--- src/sv/sacs_pkg.sv ---
// shared types and constants of the striped access chunk splitter
`timescale 1ns / 1ps

package sacs_pkg;

    localparam int OFFSET_W         = 40;
    localparam int COUNT_W          = 16;
    localparam int NODE_W           = 10;
    localparam int LEN_W            = 11;
    localparam int NCFG_W           = 11;
    localparam int NODE_LIMIT       = 1024;
    localparam int STRIPE_BYTES_DEF = 1024;
    localparam int MAX_CHUNKS_DEF   = 64;

    typedef enum logic [2:0] {
        ST_IDLE,
        ST_DIV_NODE,
        ST_MUL_BASE,
        ST_CHUNK
    } state_t;

    typedef struct packed {
        logic                opcode;
        logic [OFFSET_W-1:0] offset;
        logic [COUNT_W-1:0]  byte_count;
    } req_t;

    typedef struct packed {
        logic                direction;
        logic [NODE_W-1:0]   target_node;
        logic [OFFSET_W-1:0] displacement;
        logic [LEN_W-1:0]    chunk_length;
        logic                last;
    } res_t;

endpackage

--- src/sv/striped_access_chunk_splitter.sv ---
// top level: splits a striped-memory access into per-node chunks
`timescale 1ns / 1ps

// striped access chunk splitter
// an item (opcode, offset, byte_count) is taken on req at a clock edge where
// start is high and busy is low. the block then cuts the byte range into
// chunks that never cross a stripe boundary and emits one result per chunk on
// result, each marked by strobe for exactly one cycle; result.last flags the
// final chunk. an item with a byte count of zero gives no result
// the stripe size is a power of two, so the stripe index and the in-stripe
// position are a shift and a mask of the offset. one shared add/subtract unit
// then does the long arithmetic in sequence: a 40-step restoring divide of
// the stripe index by the node count, then a shift-add multiply of the block
// index by the stripe size (one step per stripe-size bit, 11 for 1024).
// after that one chunk goes out per cycle
// busy is already low when the final chunk is strobed. a request running past
// the top of the 40-bit space carries on at node 0, block 0
// the receiver cannot stall: results are not held back
// node_count is written through cfg_wr_en / cfg_wr_data; the user writes it
// only while busy is low, which the block does not enforce; zero counts as
// one node, anything above 1024 as 1024
// reset (rst_n low, asynchronous) returns to idle with node_count = 1

module striped_access_chunk_splitter #(
    parameter int STRIPE_BYTES = sacs_pkg::STRIPE_BYTES_DEF,
    parameter int MAX_CHUNKS   = sacs_pkg::MAX_CHUNKS_DEF
) (
    input  logic                        clk,
    input  logic                        rst_n,
    input  logic                        start,
    output logic                        busy,
    input  sacs_pkg::req_t              req,
    input  logic                        cfg_wr_en,
    input  logic [sacs_pkg::NCFG_W-1:0] cfg_wr_data,
    output logic                        strobe,
    output sacs_pkg::res_t              result
);

    localparam int OW        = sacs_pkg::OFFSET_W;
    localparam int NW        = sacs_pkg::NODE_W;
    localparam int KCW       = sacs_pkg::COUNT_W;
    localparam int NCW       = sacs_pkg::NCFG_W;
    localparam int LW        = sacs_pkg::LEN_W;
    // stripe size and the in-stripe position
    localparam int SW        = $clog2(STRIPE_BYTES + 1);
    // offset bits below the stripe index
    localparam int STRIPE_SH = $clog2(STRIPE_BYTES);
    // divisor / remainder width, the node count
    localparam int DW        = NCW;
    // chunk length arithmetic width
    localparam int CW        = (SW > KCW) ? SW : KCW;
    localparam int KW        = $clog2(MAX_CHUNKS + 1);
    localparam int STEP_W    = $clog2(OW);
    localparam longint BOUND = longint'(MAX_CHUNKS - 1) * longint'(STRIPE_BYTES);

    localparam logic [SW-1:0]     STRIPE_S  = SW'(STRIPE_BYTES);
    localparam logic [OW-1:0]     STRIPE_O  = OW'(STRIPE_BYTES);
    localparam logic [KCW-1:0]    BOUND_K   = KCW'(BOUND);
    localparam logic [KW-1:0]     MAXC_K    = KW'(MAX_CHUNKS);
    localparam logic [STEP_W-1:0] DIV_STEPS = STEP_W'(OW - 1);
    localparam logic [STEP_W-1:0] MUL_STEPS = STEP_W'(SW - 1);
    localparam logic [NCW-1:0]    NODE_MAX  = NCW'(sacs_pkg::NODE_LIMIT);

    sacs_pkg::state_t state_reg, state_next;

    logic [NCW-1:0]    node_count_reg, node_count_next;
    logic              dir_reg, dir_next;
    logic [OW-1:0]     pos_reg, pos_next;
    logic [KCW-1:0]    left_reg, left_next;
    logic [NCW-1:0]    nodes_reg, nodes_next;
    logic [KW-1:0]     count_reg, count_next;
    logic [STEP_W-1:0] step_reg, step_next;
    // dividend / quotient shift register, also the multiplicand
    logic [OW-1:0]     dvd_reg, dvd_next;
    logic [DW-1:0]     rem_reg, rem_next;
    logic [SW-1:0]     mplier_reg, mplier_next;
    // block * stripe, built up by the multiply
    logic [OW-1:0]     base_reg, base_next;
    logic [SW-1:0]     within_reg, within_next;
    logic [NW-1:0]     node_reg, node_next;
    logic              strobe_reg, strobe_next;
    sacs_pkg::res_t    result_reg, result_next;

    // shared add / subtract unit
    logic [OW-1:0] alu_a, alu_b;
    logic          alu_sub;
    logic [OW:0]   alu_sum;

    // divide step
    logic [DW:0]   rem_shift;
    logic [DW-1:0] divisor;
    logic          no_borrow;
    logic [DW-1:0] rem_step;

    // request setup
    logic           accept;
    logic [KCW-1:0] left_in;
    logic [NCW-1:0] nodes_eff;

    // chunk step
    logic [CW-1:0]  room, left_c, len;
    logic [KCW-1:0] left_after;
    logic [OW:0]    pos_sum;
    logic [KW-1:0]  count_inc;
    logic           chunk_done;
    logic [NCW-1:0] node_inc;
    logic           node_wrap;

    assign busy   = (state_reg != sacs_pkg::ST_IDLE);
    assign accept = start && !busy;
    assign strobe = strobe_reg;
    assign result = result_reg;

    // clamp to the count that always fits the chunk budget
    always_comb
    begin
        if (32'(req.byte_count) > 32'(BOUND))
        begin
            left_in = BOUND_K;
        end
        else
        begin
            left_in = req.byte_count;
        end
    end

    always_comb
    begin
        if (node_count_reg == '0)
        begin
            nodes_eff = NCW'(1);
        end
        else if (node_count_reg > NODE_MAX)
        begin
            nodes_eff = NODE_MAX;
        end
        else
        begin
            nodes_eff = node_count_reg;
        end
    end

    // restoring divide step, operands come through the shared unit
    assign rem_shift = {rem_reg, dvd_reg[OW-1]};
    assign divisor   = nodes_reg;
    assign no_borrow = alu_sum[OW];
    assign rem_step  = no_borrow ? alu_sum[DW-1:0] : rem_shift[DW-1:0];

    always_comb
    begin
        alu_a   = '0;
        alu_b   = '0;
        alu_sub = 1'b0;
        case (state_reg)
            sacs_pkg::ST_DIV_NODE:
            begin
                alu_a   = OW'(rem_shift);
                alu_b   = OW'(divisor);
                alu_sub = 1'b1;
            end
            sacs_pkg::ST_MUL_BASE:
            begin
                alu_a = base_reg;
                alu_b = dvd_reg;
            end
            default:
            begin
                alu_a   = '0;
                alu_b   = '0;
                alu_sub = 1'b0;
            end
        endcase
    end

    assign alu_sum = {1'b0, alu_a} + {1'b0, (alu_sub ? ~alu_b : alu_b)} + (OW+1)'(alu_sub);

    // one chunk: up to the stripe end or the bytes left
    assign room       = CW'(STRIPE_S) - CW'(within_reg);
    assign left_c     = CW'(left_reg);
    assign len        = (left_c < room) ? left_c : room;
    assign left_after = left_reg - len[KCW-1:0];
    assign pos_sum    = {1'b0, pos_reg} + (OW+1)'(len);
    assign count_inc  = count_reg + KW'(1);
    assign chunk_done = (left_after == '0) || (count_inc == MAXC_K);
    assign node_inc   = NCW'(node_reg) + NCW'(1);
    assign node_wrap  = (node_inc == nodes_reg);

    // next state
    always_comb
    begin
        state_next = state_reg;
        case (state_reg)
            sacs_pkg::ST_IDLE:
            begin
                if (accept && (left_in != '0))
                begin
                    state_next = sacs_pkg::ST_DIV_NODE;
                end
            end
            sacs_pkg::ST_DIV_NODE:
            begin
                if (step_reg == '0)
                begin
                    state_next = sacs_pkg::ST_MUL_BASE;
                end
            end
            sacs_pkg::ST_MUL_BASE:
            begin
                if (step_reg == '0)
                begin
                    state_next = sacs_pkg::ST_CHUNK;
                end
            end
            sacs_pkg::ST_CHUNK:
            begin
                if (chunk_done)
                begin
                    state_next = sacs_pkg::ST_IDLE;
                end
            end
            default:
            begin
                state_next = sacs_pkg::ST_IDLE;
            end
        endcase
    end

    // datapath
    always_comb
    begin
        node_count_next = node_count_reg;
        dir_next        = dir_reg;
        pos_next        = pos_reg;
        left_next       = left_reg;
        nodes_next      = nodes_reg;
        count_next      = count_reg;
        step_next       = step_reg;
        dvd_next        = dvd_reg;
        rem_next        = rem_reg;
        mplier_next     = mplier_reg;
        base_next       = base_reg;
        within_next     = within_reg;
        node_next       = node_reg;
        strobe_next     = 1'b0;
        result_next     = result_reg;

        if (cfg_wr_en)
        begin
            node_count_next = cfg_wr_data;
        end

        case (state_reg)
            sacs_pkg::ST_IDLE:
            begin
                if (accept)
                begin
                    dir_next    = req.opcode;
                    pos_next    = req.offset;
                    left_next   = left_in;
                    nodes_next  = nodes_eff;
                    count_next  = '0;
                    // stripe index by shift, in-stripe position by mask
                    dvd_next    = req.offset >> STRIPE_SH;
                    within_next = SW'(req.offset[STRIPE_SH-1:0]);
                    rem_next    = '0;
                    step_next   = DIV_STEPS;
                end
            end
            sacs_pkg::ST_DIV_NODE:
            begin
                dvd_next  = {dvd_reg[OW-2:0], no_borrow};
                rem_next  = rem_step;
                step_next = step_reg - STEP_W'(1);
                if (step_reg == '0)
                begin
                    // quotient is the block index, remainder the node
                    node_next   = rem_step[NW-1:0];
                    base_next   = '0;
                    mplier_next = STRIPE_S;
                    step_next   = MUL_STEPS;
                end
            end
            sacs_pkg::ST_MUL_BASE:
            begin
                if (mplier_reg[0])
                begin
                    base_next = alu_sum[OW-1:0];
                end
                dvd_next    = {dvd_reg[OW-2:0], 1'b0};
                mplier_next = mplier_reg >> 1;
                step_next   = step_reg - STEP_W'(1);
            end
            sacs_pkg::ST_CHUNK:
            begin
                strobe_next              = 1'b1;
                result_next.direction    = dir_reg;
                result_next.target_node  = node_reg;
                result_next.displacement = base_reg + OW'(within_reg);
                result_next.chunk_length = len[LW-1:0];
                result_next.last         = (left_after == '0);
                left_next                = left_after;
                pos_next                 = pos_sum[OW-1:0];
                count_next               = count_inc;
                if (!chunk_done)
                begin
                    // next stripe starts at its first byte on the next node
                    within_next = '0;
                    if (pos_sum[OW])
                    begin
                        // ran past the top of the address space: stripe 0
                        node_next = '0;
                        base_next = '0;
                    end
                    else if (node_wrap)
                    begin
                        node_next = '0;
                        base_next = base_reg + STRIPE_O;
                    end
                    else
                    begin
                        node_next = node_inc[NW-1:0];
                    end
                end
            end
            default:
            begin
                strobe_next = 1'b0;
            end
        endcase
    end

    // control state
    always_ff @(posedge clk or negedge rst_n)
    begin
        if (!rst_n)
        begin
            state_reg      <= sacs_pkg::ST_IDLE;
            node_count_reg <= NCW'(1);
            strobe_reg     <= 1'b0;
            step_reg       <= '0;
            count_reg      <= '0;
            mplier_reg     <= '0;
        end
        else
        begin
            state_reg      <= state_next;
            node_count_reg <= node_count_next;
            strobe_reg     <= strobe_next;
            step_reg       <= step_next;
            count_reg      <= count_next;
            mplier_reg     <= mplier_next;
        end
    end

    // payload
    always_ff @(posedge clk)
    begin
        dir_reg    <= dir_next;
        pos_reg    <= pos_next;
        left_reg   <= left_next;
        nodes_reg  <= nodes_next;
        dvd_reg    <= dvd_next;
        rem_reg    <= rem_next;
        base_reg   <= base_next;
        within_reg <= within_next;
        node_reg   <= node_next;
        result_reg <= result_next;
    end

`ifndef SYNTHESIS
    // results only come out of a chunk cycle of a busy block
    assert property (@(posedge clk) disable iff (!rst_n)
        strobe |-> $past(busy))
    else $error("result strobe without a preceding busy cycle");

    // the final chunk leaves the block idle
    assert property (@(posedge clk) disable iff (!rst_n)
        (strobe && result.last) |-> !busy)
    else $error("busy still high after the final chunk");

    // an empty request is dropped at once
    assert property (@(posedge clk) disable iff (!rst_n)
        (start && !busy && (req.byte_count == '0)) |=> (!busy && !strobe))
    else $error("zero byte request started work");

    // no chunk is empty or longer than a stripe
    assert property (@(posedge clk) disable iff (!rst_n)
        strobe |-> ((result.chunk_length != '0)
                    && (32'(result.chunk_length) <= 32'(STRIPE_BYTES))))
    else $error("chunk length out of range");
`endif

endmodule

--- config.mk ---
export PLATFORM = sky130hd
export DESIGN_NAME = striped_access_chunk_splitter
export DESIGN_NICKNAME = d
export VERILOG_FILES = /design/src/sv/sacs_pkg.sv /design/src/sv/striped_access_chunk_splitter.sv
export SDC_FILE = /design/constraint.sdc
export NUM_CORES = 1
export LEC_CHECK = 0
export BUFFER_PORTS_ARGS = -buffer_cell sky130_fd_sc_hd__buf_2
export CAP_MARGIN = 20
export CORE_UTILIZATION = 40
export DETAILED_ROUTE_END_ITERATION = 6
export HOLD_SLACK_MARGIN = 0.15
export PLACE_DENSITY = 0.62
export SLEW_MARGIN = 5
export SYNTH_ARGS = -nofsm -noshare
export SYNTH_HDL_FRONTEND = slang
export SYNTH_SLANG_ARGS = --single-unit
--- constraint.sdc ---
create_clock -name clk -period 8.4 [get_ports clk]
set_clock_uncertainty 0.15 [all_clocks]
set_input_delay 0.84 -clock clk [delete_from_list [all_inputs] [get_ports clk]]
set_output_delay 0.84 -clock clk [all_outputs]
set_load 0.03 [all_outputs]
; ---- Word-level counts from Yosys, hierarchy flattened
; Cells that the tools add are included.
; W data, S select, Z words.
[word_totals]
register_bits = 282
in_bits = 72
out_inout_bits = 65
word_cells = 117
[classes]
addsub = 10
order_cmp = 3
n_eq_ne = 13
mux = 43
n_bitwise = 1
reduce_logical = 26
[ops]
columns = op, n
row1 = $mux W40, 8
row2 = $pmux W40 S2, 3
row3 = $pmux W40 S3, 2
row4 = $mux W11, 6
row5 = $pmux W11 S2, 3
row6 = $mux W16, 3
row7 = $add A40 B16 Y41, 1
row8 = $add A40 B40 Y41, 1
row9 = $add A41 B1 Y41, 1
row10 = $add A40 B11 Y40, 1
row11 = $add A40 B11 Y40 const B, 1
row12 = $mux W10, 4
row13 = $not A40 Y40, 1
row14 = $pmux W16 S2, 1
row15 = $pmux W10 S2, 1
row16 = $pmux W6 S3, 1
row17 = $gt A16 B16 Y1 const B, 1
row18 = $logic_not A16 Y1, 1
row19 = $lt A16 B16 Y1, 1
row20 = $reduce_bool A16 Y1, 1
row21 = $sub A16 B16 Y16, 1
row22 = $ne A2 B2 Y1 const B, 7
row23 = $pmux W7 S2, 1
row24 = $mux W3, 4
row25 = other kinds (27), 41

; ---- Depth between registers and ports, before layout
; Gate-level depths: netlist of the first run.
[depth]
word_depth = 9
depth_mapped = 28
depth_no_buf = 26

; ---- Least setup slack after synthesis of the first run
; No wires, ideal clock.
[synth_path]
kind = flip-flop to flip-flop
from = register within_reg[1]
to = register base_reg[10] (enable)
setup_time_ns = 0.412
arrival_time_ns = 6.443
t_required_ns = 7.838
path_slack_ns = 1.395
path_stages_with_launch = 28
n_path_buf = 1
period_less_slack_ns = 7.005
path_cell_list = edfxtp_1 > inv_1 > ha_1 > xnor2_1 > inv_1 > ha_1 > a21o_1 > a21o_1 > a21o_1 > a21oi_1 > o21ai_1 > a21oi_1 > o2111ai_1 > clkbuf_1 > mux2i_1 > ha_1 > inv_1 > fa_1 > nor2b_1 > o21a_1 > o21ai_2 > a21oi_2 > o221ai_1 > o21ba_1 > or3_4 > o41ai_4 > a31o_2 > nor3b_2
[synth_via]
elab_chain_len = 8
word_cells_on_any_way = 10
classes_between = add/sub: 3 / order compare: 1 / eq/ne: 2 / mux: 1 / reduce/logical: 3
[synth_rtl]
columns = item, line
row1 = "start, declared", striped_access_chunk_splitter.sv:79  ; logic [SW-1:0] within_reg, within_next;
row2 = "start signal, assigned", striped_access_chunk_splitter.sv:365  ; within_reg <= within_next;
row3 = $sub A11 B11 Y12 *, striped_access_chunk_splitter.sv:178  ; assign room = CW'(STRIPE_S) - CW'(within_reg);
row4 = $lt A16 B16 Y1 *, striped_access_chunk_splitter.sv:180  ; assign len = (left_c < room) ? left_c : room;
row5 = $mux W16 *, striped_access_chunk_splitter.sv:180
row6 = via len[0], striped_access_chunk_splitter.sv:101  ; logic [CW-1:0] room, left_c, len;
row7 = $sub A16 B16 Y16, striped_access_chunk_splitter.sv:181  ; assign left_after = left_reg - len[KCW-1:0];
row8 = $logic_not A16 Y1, striped_access_chunk_splitter.sv:184  ; assign chunk_done = (left_after == '0) || (count_inc == MAXC_K);
row9 = $logic_or A1 B1 Y1, striped_access_chunk_splitter.sv:184
row10 = $ne A2 B2 Y1 (no source line), --
row11 = $reduce_and A5 Y1 (no source line) *, --
row12 = "end signal, assigned", striped_access_chunk_splitter.sv:364  ; base_reg <= base_next;
row13 = "end, declared", striped_access_chunk_splitter.sv:78  ; logic [OW-1:0] base_reg, base_next;
; The timed path passes the listed nets; every way through them passes the cells marked *.
; A chain may end at the register's enable or synchronous reset.

; ---- Final worst setup path of the first run
[layout_path]
from = register within_reg[1]
to = register base_reg[17] (enable)
; Same word-level chain as after synthesis.

==> impl_table.tex, run 1 <==
\begin{tabular}{lr}
\hline
Metric & Value \\
\hline
\multicolumn{2}{l}{\textbf{Outcome}} \\
\quad Result of the run & completed \\
\multicolumn{2}{l}{\textbf{Timing}} \\
\quad Worst slew pin tran & 1020 ps \\
\quad Total Negative Setup Slacks & 0 ps \\
\quad Final-report max-slew violation count & 0 \\
\quad Setup repair after global routing missed its margin & no \\
\quad Final worst-path setup slack & 1090 ps \\
\quad Final setup vio count & 0 \\
\quad Worst hold slack across all endpoints & 260 ps \\
\quad Period minus WS final & 7310 ps \\
\quad Maximum clock frequency & 137 MHz \\
\quad Worst slew slack as a fraction of its limit & 0.320 \\
\quad Final Hold Viols & 0 \\
\quad Final period util & 0.870 \\
\multicolumn{2}{l}{\textbf{Cells and area}} \\
\quad Final layout net count & 2125 \\
\quad Fill cells & 4243 \\
\quad Number of flip-flops under the largest register name & 63 \\
\quad Layout-stage area growth over the synthesis result & 13.2\% \\
\quad Share of final-layout standard cells stronger than drive strength 1 & 0.127 \\
\quad Antenna Cells & 0 \\
\multicolumn{2}{l}{\textbf{Synthesis}} \\
\quad Count of warnings emitted by yosys & 0 \\
\quad Post-synth design cell area & 18200 sq um \\
\quad Count of cell types in the netlist & 86 \\
\quad Flip-flop and latch count after synthesis & 280 \\
\quad Number of enable-type register cells in the synthesized netlist & 242 \\
\quad Gate Count Post-Synth & 1843 \\
\quad Most instantiated flip-flop cell in the synthesis netlist & sky130\_fd\_sc\_hd\_\_edfxtp\_1 \\
\quad FFs w/ async S/R, synth & 0.136 \\
\quad Sequential share of the synthesized area & 0.451 \\
\quad Mean instance size in the synthesized netlist & 9.89 sq um \\
\multicolumn{2}{l}{\textbf{Floorplanning}} \\
\quad Die Height & 215 microns \\
\quad Number of top-level design ports & 137 \\
\quad Placeable core region & 44600 sq um \\
\quad Chip width & 215 microns \\
\quad Area of the die & 46400 sq um \\
\quad Number of rows in the core area & 77 \\
\quad Starting utilization of the core area & 0.409 \\
\multicolumn{2}{l}{\textbf{Clock network}} \\
\quad TritonCTS clock tree & done \\
\quad Post-CTS resize count & 0 \\
\quad TritonCTS Buffers & 36 \\
\quad Latest clock arrival within the worst-skew pair & 540 ps \\
\quad Number of setup buffers added after CTS & 0 \\
\quad CTS root buf & sky130\_fd\_sc\_hd\_\_clkbuf\_16 \\
\quad Clock-pin slew on the worst setup and hold paths & 60 ps \\
\quad Count of clock tree sinks & 280 \\
\quad Depth of the CTS H-tree & 2 \\
\quad Total of hold buffers inserted after clock tree synthesis & 0 \\
\quad Clock Path Buffers & 3 \\
\multicolumn{2}{l}{\textbf{Placement}} \\
\quad Buffers added on ports & 136 \\
\quad Routability-driven placement congestion ratio & 0.902 \\
\quad Detailed placer's ending HPWL & 33900 microns \\
\quad Setup Slack @ Placement & 1180 ps \\
\multicolumn{2}{l}{\textbf{Global route}} \\
\quad Maximum number of pins on one net before global-route repair & 144 \\
\quad Initial antenna violation count & 0 \\
\quad Tot GR Track Use & 0.199 \\
\quad Global-route wire length before repair & 73800 microns \\
\quad Gr ovfl total & 0 \\
\quad Vias in the first global route & 13600 \\
\multicolumn{2}{l}{\textbf{Setup path}} \\
\quad Critical Path AT & 7330 ps \\
\quad Worst flop-to-flop path startpoint & within\_reg[1]\$\_SDFFCE\_PP0P\_ \\
\quad Crit Path Class & register to register \\
\quad Crit path buffers/inverters & 5 \\
\quad Worst-path fanout max & 32 \\
\quad Worst endpoint required time & 8420 ps \\
\quad Delay of the slowest cell on the worst path & 430 ps \\
\quad Worst path slowest cell & sky130\_fd\_sc\_hd\_\_or3\_4 \\
\quad Worst setup path startpoint & within\_reg[1]\$\_SDFFCE\_PP0P\_ \\
\quad Crit path launch type & register \\
\quad Largest delay contributor family on the critical path & compound AO/OA/AOI/OAI gates \\
\quad Kind of end point of the critical path & register \\
\multicolumn{2}{l}{\textbf{Detailed routing}} \\
\quad Remaining number of nets flagged by the antenna check after routing & 0 \\
\quad Starting DRT DRC Count & 944 \\
\quad Length of the first detailed-routing pass in iterations & 5 \\
\quad Wire per inst & 18.2 microns \\
\quad Total vias in the final route & 14000 \\
\quad Post-route DRC & 0 \\
\quad Post-detailed-route via-to-cell ratio & 5.47 \\
\quad Detailed-route wire length & 46600 microns \\
\multicolumn{2}{l}{\textbf{Worst hold path}} \\
\quad Type of the most critical hold path & input port to async pin \\
\multicolumn{2}{l}{\textbf{Job}} \\
\quad Max Cap Violations & 0 \\
\hline
\end{tabular}
## kinds of logic after synthesis
| kind of cell | after synthesis | synth area share |
|---|---|---|
| buf+inv | 166 | 0.0356 |
| mux | 50 | 0.0290 |
| simple gates | 620 | 0.167 |
| other cells | 1 | 0.000206 |
| xor+xnor | 196 | 0.0942 |
| fa+ha+maj | 100 | 0.0703 |
| compound gates | 430 | 0.153 |
| flops | 280 | 0.451 |
## worst reg2reg max path, delay by kind of cell, from the launching register on
kind	cells	cell delay, ps
multiplexers	1	370
adder cells (fa/ha/maj)	4	1180
AO/OA/AOI/OAI	14	2670
buffers and inverters	5	1060
XOR/XNOR	1	310
flip-flops	1	390
AND/OR/NAND/NOR	3	800
## worst paths after layout
path                                             endpoint  slack (ps)  depth (start not counted)
setup / recovery                   base_reg[17]$_DFFE_PP_        1090                         28
hold / removal                   count_reg[2]$_DFFE_PN0P_         260                          1
min in group clk                     result[62]$_DFFE_PP_         270                          0
hold reg to reg                      result[62]$_DFFE_PP_         270                          0
setup reg to reg                   base_reg[17]$_DFFE_PP_        1090                         28
max in group asynchronous  node_count_reg[10]$_DFFE_PN0P_        7280                          1
## synthesized netlist by cell type, drive strengths merged, types with 4 or more instances
cell type / count / area [sq um]
buf: 14 / 77.6
nor2b: 50 / 313
o2bb2ai: 5 / 43.8
and2: 46 / 288
o31a: 4 / 35.0
nand2b: 29 / 181
nor3: 27 / 135
or2: 9 / 56.3
nor4: 12 / 75.1
dfrtp: 37 / 926
nand4: 12 / 75.1
and4: 4 / 37.5
xnor2: 136 / 1190
and3: 35 / 219
nand3: 76 / 380
a311oi: 4 / 41.3
fa: 4 / 80.1
nand2: 173 / 649
inv: 86 / 323
clkbuf: 64 / 240
o21a: 11 / 83.8
a22oi: 13 / 97.6
o21ai: 130 / 658
a22o: 21 / 184
ha: 96 / 1200
a21boi: 5 / 37.5
o22ai: 14 / 87.6
o21bai: 9 / 67.6
a21o: 43 / 323
edfxtp: 242 / 7270
a31oi: 8 / 50.1
o31ai: 8 / 78.8
a2111oi: 4 / 42.5
o211ai: 7 / 57.6
or4: 4 / 30.0
nor2: 127 / 477
xor2: 60 / 526
a21oi: 110 / 566
mux2i: 27 / 270
a211oi: 6 / 50.1
mux2: 23 / 259
or3: 7 / 48.8
a31o: 5 / 43.8
## through the flow
step / std cells / area, sq um / util
after floorplan: 1847 / 18200 / -
after detailed placement: 2507 / 19500 / 0.437
after global placement: 2507 / 19500 / 0.437
after CTS: 2568 / 20600 / 0.463
final: 2568 / 20600 / 0.463
after global routing: 2568 / 20600 / 0.463
## layer usage
metal | global-route usage | share of wire | vias up
met4 | 0.0671 | 0.027 | 0
met5 | 0 | 0 | -
met2 | 0.333 | 0.48 | 333
met3 | 0.0258 | 0.046 | 72
met1 | 0.266 | 0.44 | 6795
li1 | - | - | 6849
## area by class of cell
cell class	instances	area (sq um)	area share
clock buffers	44	972	0.0471
clock inverters	17	183	0.00885
inverters	88	330	0.0160
multi-input cells	1401	9420	0.457
flip-flops and latches	280	8220	0.398
well taps	592	741	0.0359
repair buffers	146	768	0.0372
## placed cells by master, fill, tap and decap left out, types with 6 or more instances in the layout
| master | instances |
|---|---|
| sky130_fd_sc_hd__a21o_1 | 43 |
| sky130_fd_sc_hd__a21oi_1 | 105 |
| sky130_fd_sc_hd__a22o_1 | 21 |
| sky130_fd_sc_hd__a22oi_1 | 13 |
| sky130_fd_sc_hd__a31oi_1 | 8 |
| sky130_fd_sc_hd__and2_1 | 46 |
| sky130_fd_sc_hd__and3_1 | 35 |
| sky130_fd_sc_hd__buf_2 | 136 |
| sky130_fd_sc_hd__buf_4 | 9 |
| sky130_fd_sc_hd__clkbuf_16 | 37 |
| sky130_fd_sc_hd__clkinv_1 | 9 |
| sky130_fd_sc_hd__dfrtp_1 | 37 |
| sky130_fd_sc_hd__edfxtp_1 | 242 |
| sky130_fd_sc_hd__ha_1 | 92 |
| sky130_fd_sc_hd__inv_1 | 85 |
| sky130_fd_sc_hd__mux2_1 | 9 |
| sky130_fd_sc_hd__mux2_2 | 14 |
| sky130_fd_sc_hd__mux2i_1 | 27 |
| sky130_fd_sc_hd__nand2_1 | 173 |
| sky130_fd_sc_hd__nand2b_1 | 29 |
| sky130_fd_sc_hd__nand3_1 | 76 |
| sky130_fd_sc_hd__nand4_1 | 12 |
| sky130_fd_sc_hd__nor2_1 | 127 |
| sky130_fd_sc_hd__nor2b_1 | 50 |
| sky130_fd_sc_hd__nor3_1 | 27 |
| sky130_fd_sc_hd__nor4_1 | 12 |
| sky130_fd_sc_hd__o211ai_1 | 6 |
| sky130_fd_sc_hd__o21a_1 | 10 |
| sky130_fd_sc_hd__o21ai_0 | 97 |
| sky130_fd_sc_hd__o21ai_1 | 31 |
| sky130_fd_sc_hd__o21bai_1 | 9 |
| sky130_fd_sc_hd__o22ai_1 | 14 |
| sky130_fd_sc_hd__o31ai_1 | 6 |
| sky130_fd_sc_hd__or2_2 | 7 |
| sky130_fd_sc_hd__or3_1 | 6 |
| sky130_fd_sc_hd__xnor2_1 | 136 |
| sky130_fd_sc_hd__xor2_1 | 60 |
Power of run 1 is not shown: default switching activity piles up to over one toggle a cycle in this logic, so the estimate is an artifact.
==> inputs of run 2 (changes only) <==
- BUFFER_PORTS_ARGS: -buffer_cell sky130_fd_sc_hd__buf_2 -> unset
- DONT_BUFFER_PORTS: unset -> 1
- GPL_TIMING_DRIVEN: unset -> 0
- PLACE_DENSITY: 0.62 -> 0.59
==> impl_table.tex, run 2 (synthesized netlist as in run 1, its figures left out) <==
\begin{tabular}{lr}
\hline
Metric & Value \\
\hline
\multicolumn{2}{l}{\textbf{Outcome}} \\
\quad Result of the run & completed \\
\multicolumn{2}{l}{\textbf{Setup path}} \\
\quad Internal reg-to-reg setup slack & 810 ps \\
\quad Largest delay contributor family on the critical path & compound AO/OA/AOI/OAI gates \\
\quad Kind of end point of the critical path & register \\
\quad Crit path launch type & register \\
\quad Worst endpoint required time & 8430 ps \\
\quad Worst path slowest cell & sky130\_fd\_sc\_hd\_\_nor3b\_2 \\
\quad FF-to-FF End & base\_reg[3]\$\_DFFE\_PP\_ \\
\quad Count of cells along the worst register-to-register path & 26 \\
\quad Critical Path AT & 7620 ps \\
\quad Crit Path Class & register to register \\
\quad Delay of the slowest cell on the worst path & 820 ps \\
\quad Worst-path fanout max & 10 \\
\quad Crit path buffers/inverters & 4 \\
\quad Worst setup path startpoint & within\_reg[1]\$\_SDFFCE\_PP0P\_ \\
\quad Worst flop-to-flop path startpoint & within\_reg[1]\$\_SDFFCE\_PP0P\_ \\
\multicolumn{2}{l}{\textbf{Cells and area}} \\
\quad Share of final-layout standard cells stronger than drive strength 1 & 0.0590 \\
\quad Fill cells & 4308 \\
\quad Most common cell after layout, fill and taps aside & sky130\_fd\_sc\_hd\_\_edfxtp\_1 \\
\quad Area of the multi-input gates & 9400 sq um \\
\quad Final layout net count & 2061 \\
\quad Layout-stage area growth over the synthesis result & 10.7\% \\
\quad Post-route cell area & 20200 sq um \\
\quad Antenna Cells & 0 \\
\quad Commonest cells after routing, fill and taps aside & 242 x sky130\_fd\_sc\_hd\_\_edfxtp\_1, 173 x sky130\_fd\_sc\_hd\_\_nand2\_1, 136 x sky130\_fd\_sc\_hd\_\_xnor2\_1 \\
\quad Number of flip-flops under the largest register name & 63 \\
\quad Register area & 8220 sq um \\
\multicolumn{2}{l}{\textbf{Global route}} \\
\quad Global-route wire length before repair & 78100 microns \\
\quad Initial antenna violation count & 1 \\
\quad Vias in the first global route & 13400 \\
\quad Gr ovfl total & 0 \\
\quad Maximum number of pins on one net before global-route repair & 50 \\
\quad Tot GR Track Use & 0.215 \\
\multicolumn{2}{l}{\textbf{Timing}} \\
\quad Worst hold slack across all endpoints & 230 ps \\
\quad Final period util & 0.903 \\
\quad Final-report max-slew violation count & 0 \\
\quad Worst slew slack as a fraction of its limit & 0.301 \\
\quad Maximum clock frequency & 132 MHz \\
\quad Final setup vio count & 0 \\
\quad Final Hold Viols & 0 \\
\quad Setup repair after global routing missed its margin & no \\
\quad Worst slew pin tran & 1050 ps \\
\quad Period minus WS final & 7590 ps \\
\quad Total Negative Setup Slacks & 0 ps \\
\multicolumn{2}{l}{\textbf{Job}} \\
\quad Max Cap Violations & 0 \\
\multicolumn{2}{l}{\textbf{Detailed routing}} \\
\quad Post-route DRC & 0 \\
\quad Total vias in the final route & 13700 \\
\quad Wire per inst & 20.0 microns \\
\quad Remaining number of nets flagged by the antenna check after routing & 0 \\
\quad Starting DRT DRC Count & 1074 \\
\quad Length of the first detailed-routing pass in iterations & 5 \\
\quad Detailed-route wire length & 50100 microns \\
\quad Post-detailed-route via-to-cell ratio & 5.48 \\
\multicolumn{2}{l}{\textbf{Worst hold path}} \\
\quad End point of the worst hold path & dir\_reg\$\_DFFE\_PP\_ \\
\quad Type of the most critical hold path & input port to register \\
\quad Hold path depth & 0 \\
\quad Beginning of the worst hold path & req[56] \\
\multicolumn{2}{l}{\textbf{Floorplanning}} \\
\quad Number of rows in the core area & 77 \\
\quad Chip width & 215 microns \\
\quad Area of the die & 46400 sq um \\
\quad Die Height & 215 microns \\
\quad Number of top-level design ports & 137 \\
\quad Placeable core region & 44600 sq um \\
\quad Starting utilization of the core area & 0.409 \\
\multicolumn{2}{l}{\textbf{Clock network}} \\
\quad TritonCTS clock tree & done \\
\quad CTS root buf & sky130\_fd\_sc\_hd\_\_clkbuf\_16 \\
\quad Depth of the CTS H-tree & 2 \\
\quad Latest clock arrival within the worst-skew pair & 560 ps \\
\quad TritonCTS Buffers & 34 \\
\quad Clock Path Buffers & 3 \\
\quad Count of clock tree sinks & 280 \\
\quad Clock-pin slew on the worst setup and hold paths & 60 ps \\
\multicolumn{2}{l}{\textbf{Placement}} \\
\quad Dpl cell area & 19100 sq um \\
\quad Detailed placer's ending HPWL & 37900 microns \\
\quad Routability-driven placement congestion ratio & 0.916 \\
\quad Buffers added on ports & 0 \\
\hline
\end{tabular}
run 2: cell count changes in the layout (fill, tap and decap cells not counted), sizes merged:
cell / before / now
clkbuf: 44 / 110
dlygate4sd3: 0 / 1
inv: 87 / 86
bufinv: 4 / 2
clkinvlp: 1 / 2
buf: 146 / 19
run 2: repair_timing:
item / in CTS / in global routing
hold buffers: 2 / 0
hold endpoints to repair: 38 / 0
gates resized for setup: 0 / 0
endpoints found under the setup margin: 0 / 17
buffers inserted: 0 / 1
run 2: worst register-to-register path, stage by stage, from the launching register on:
cell and delay (ps):
sky130_fd_sc_hd__edfxtp_1 440, sky130_fd_sc_hd__inv_1 130, sky130_fd_sc_hd__ha_1 270, sky130_fd_sc_hd__xnor2_1 300
sky130_fd_sc_hd__inv_1 80, sky130_fd_sc_hd__ha_1 280, sky130_fd_sc_hd__a21o_1 110, sky130_fd_sc_hd__a21o_1 110
sky130_fd_sc_hd__a21o_1 100, sky130_fd_sc_hd__a21oi_1 60, sky130_fd_sc_hd__o21ai_1 130, sky130_fd_sc_hd__a21oi_1 80
sky130_fd_sc_hd__o2111ai_1 310, sky130_fd_sc_hd__clkbuf_1 560, sky130_fd_sc_hd__mux2i_1 410, sky130_fd_sc_hd__ha_1 260
sky130_fd_sc_hd__inv_1 60, sky130_fd_sc_hd__fa_1 420, sky130_fd_sc_hd__nor2b_1 140, sky130_fd_sc_hd__o21a_1 150
sky130_fd_sc_hd__o21ai_2 80, sky130_fd_sc_hd__a21oi_2 210, sky130_fd_sc_hd__o221ai_1 210, sky130_fd_sc_hd__o21ba_1 290
sky130_fd_sc_hd__or3_4 430, sky130_fd_sc_hd__o41ai_4 630, sky130_fd_sc_hd__nor3b_2 820
run 2: final cells by class:
cell class / instances / share of cell area
Buffer: 78 / 0.0157
Sequential cell: 280 / 0.407
Clock buffer: 46 / 0.0464
Clock inverter: 15 / 0.00737
Tap cell: 592 / 0.0367
Multi-Input combinational cell: 1401 / 0.466
Inverter: 88 / 0.0164
Timing Repair Buffer: 6 / 0.00459
run 2: per-stage QoR:
step / std cells / utilization / setup WS, ps
final: 2506 / 0.453 / 811
after global routing: 2506 / 0.453 / 296
after CTS: 2505 / 0.452 / 268
after detailed placement: 2442 / 0.427 / 335
after global placement: 2439 / 0.426 / -652
after floorplan: 1847 / - / 1390
run 2: how the worst max path moves through the flow:
stage | end | cells past startpoint | slack [ps]
global route | base_reg[1]$_DFFE_PP_ | 26 | 300
detailed placement | base_reg[25]$_DFFE_PP_ | 28 | 330
global placement | base_reg[25]$_DFFE_PP_ | 27 | -650
floorplan | base_reg[10]$_DFFE_PP_ | 27 | 1390
finish | base_reg[3]$_DFFE_PP_ | 26 | 810
CTS | base_reg[23]$_DFFE_PP_ | 28 | 270
run 2: metal layers:
| metal | vias to the layer above | wire length (microns) | GRT usage |
|---|---|---|---|
| li1 | 6742 | - | - |
| met1 | 6609 | 22700 | 0.289 |
| met2 | 310 | 23700 | 0.353 |
| met3 | 64 | 2540 | 0.0433 |
| met4 | 2 | 1100 | 0.0563 |
| met5 | - | 12 | 0 |
Power of run 2 is left out for the same reason.
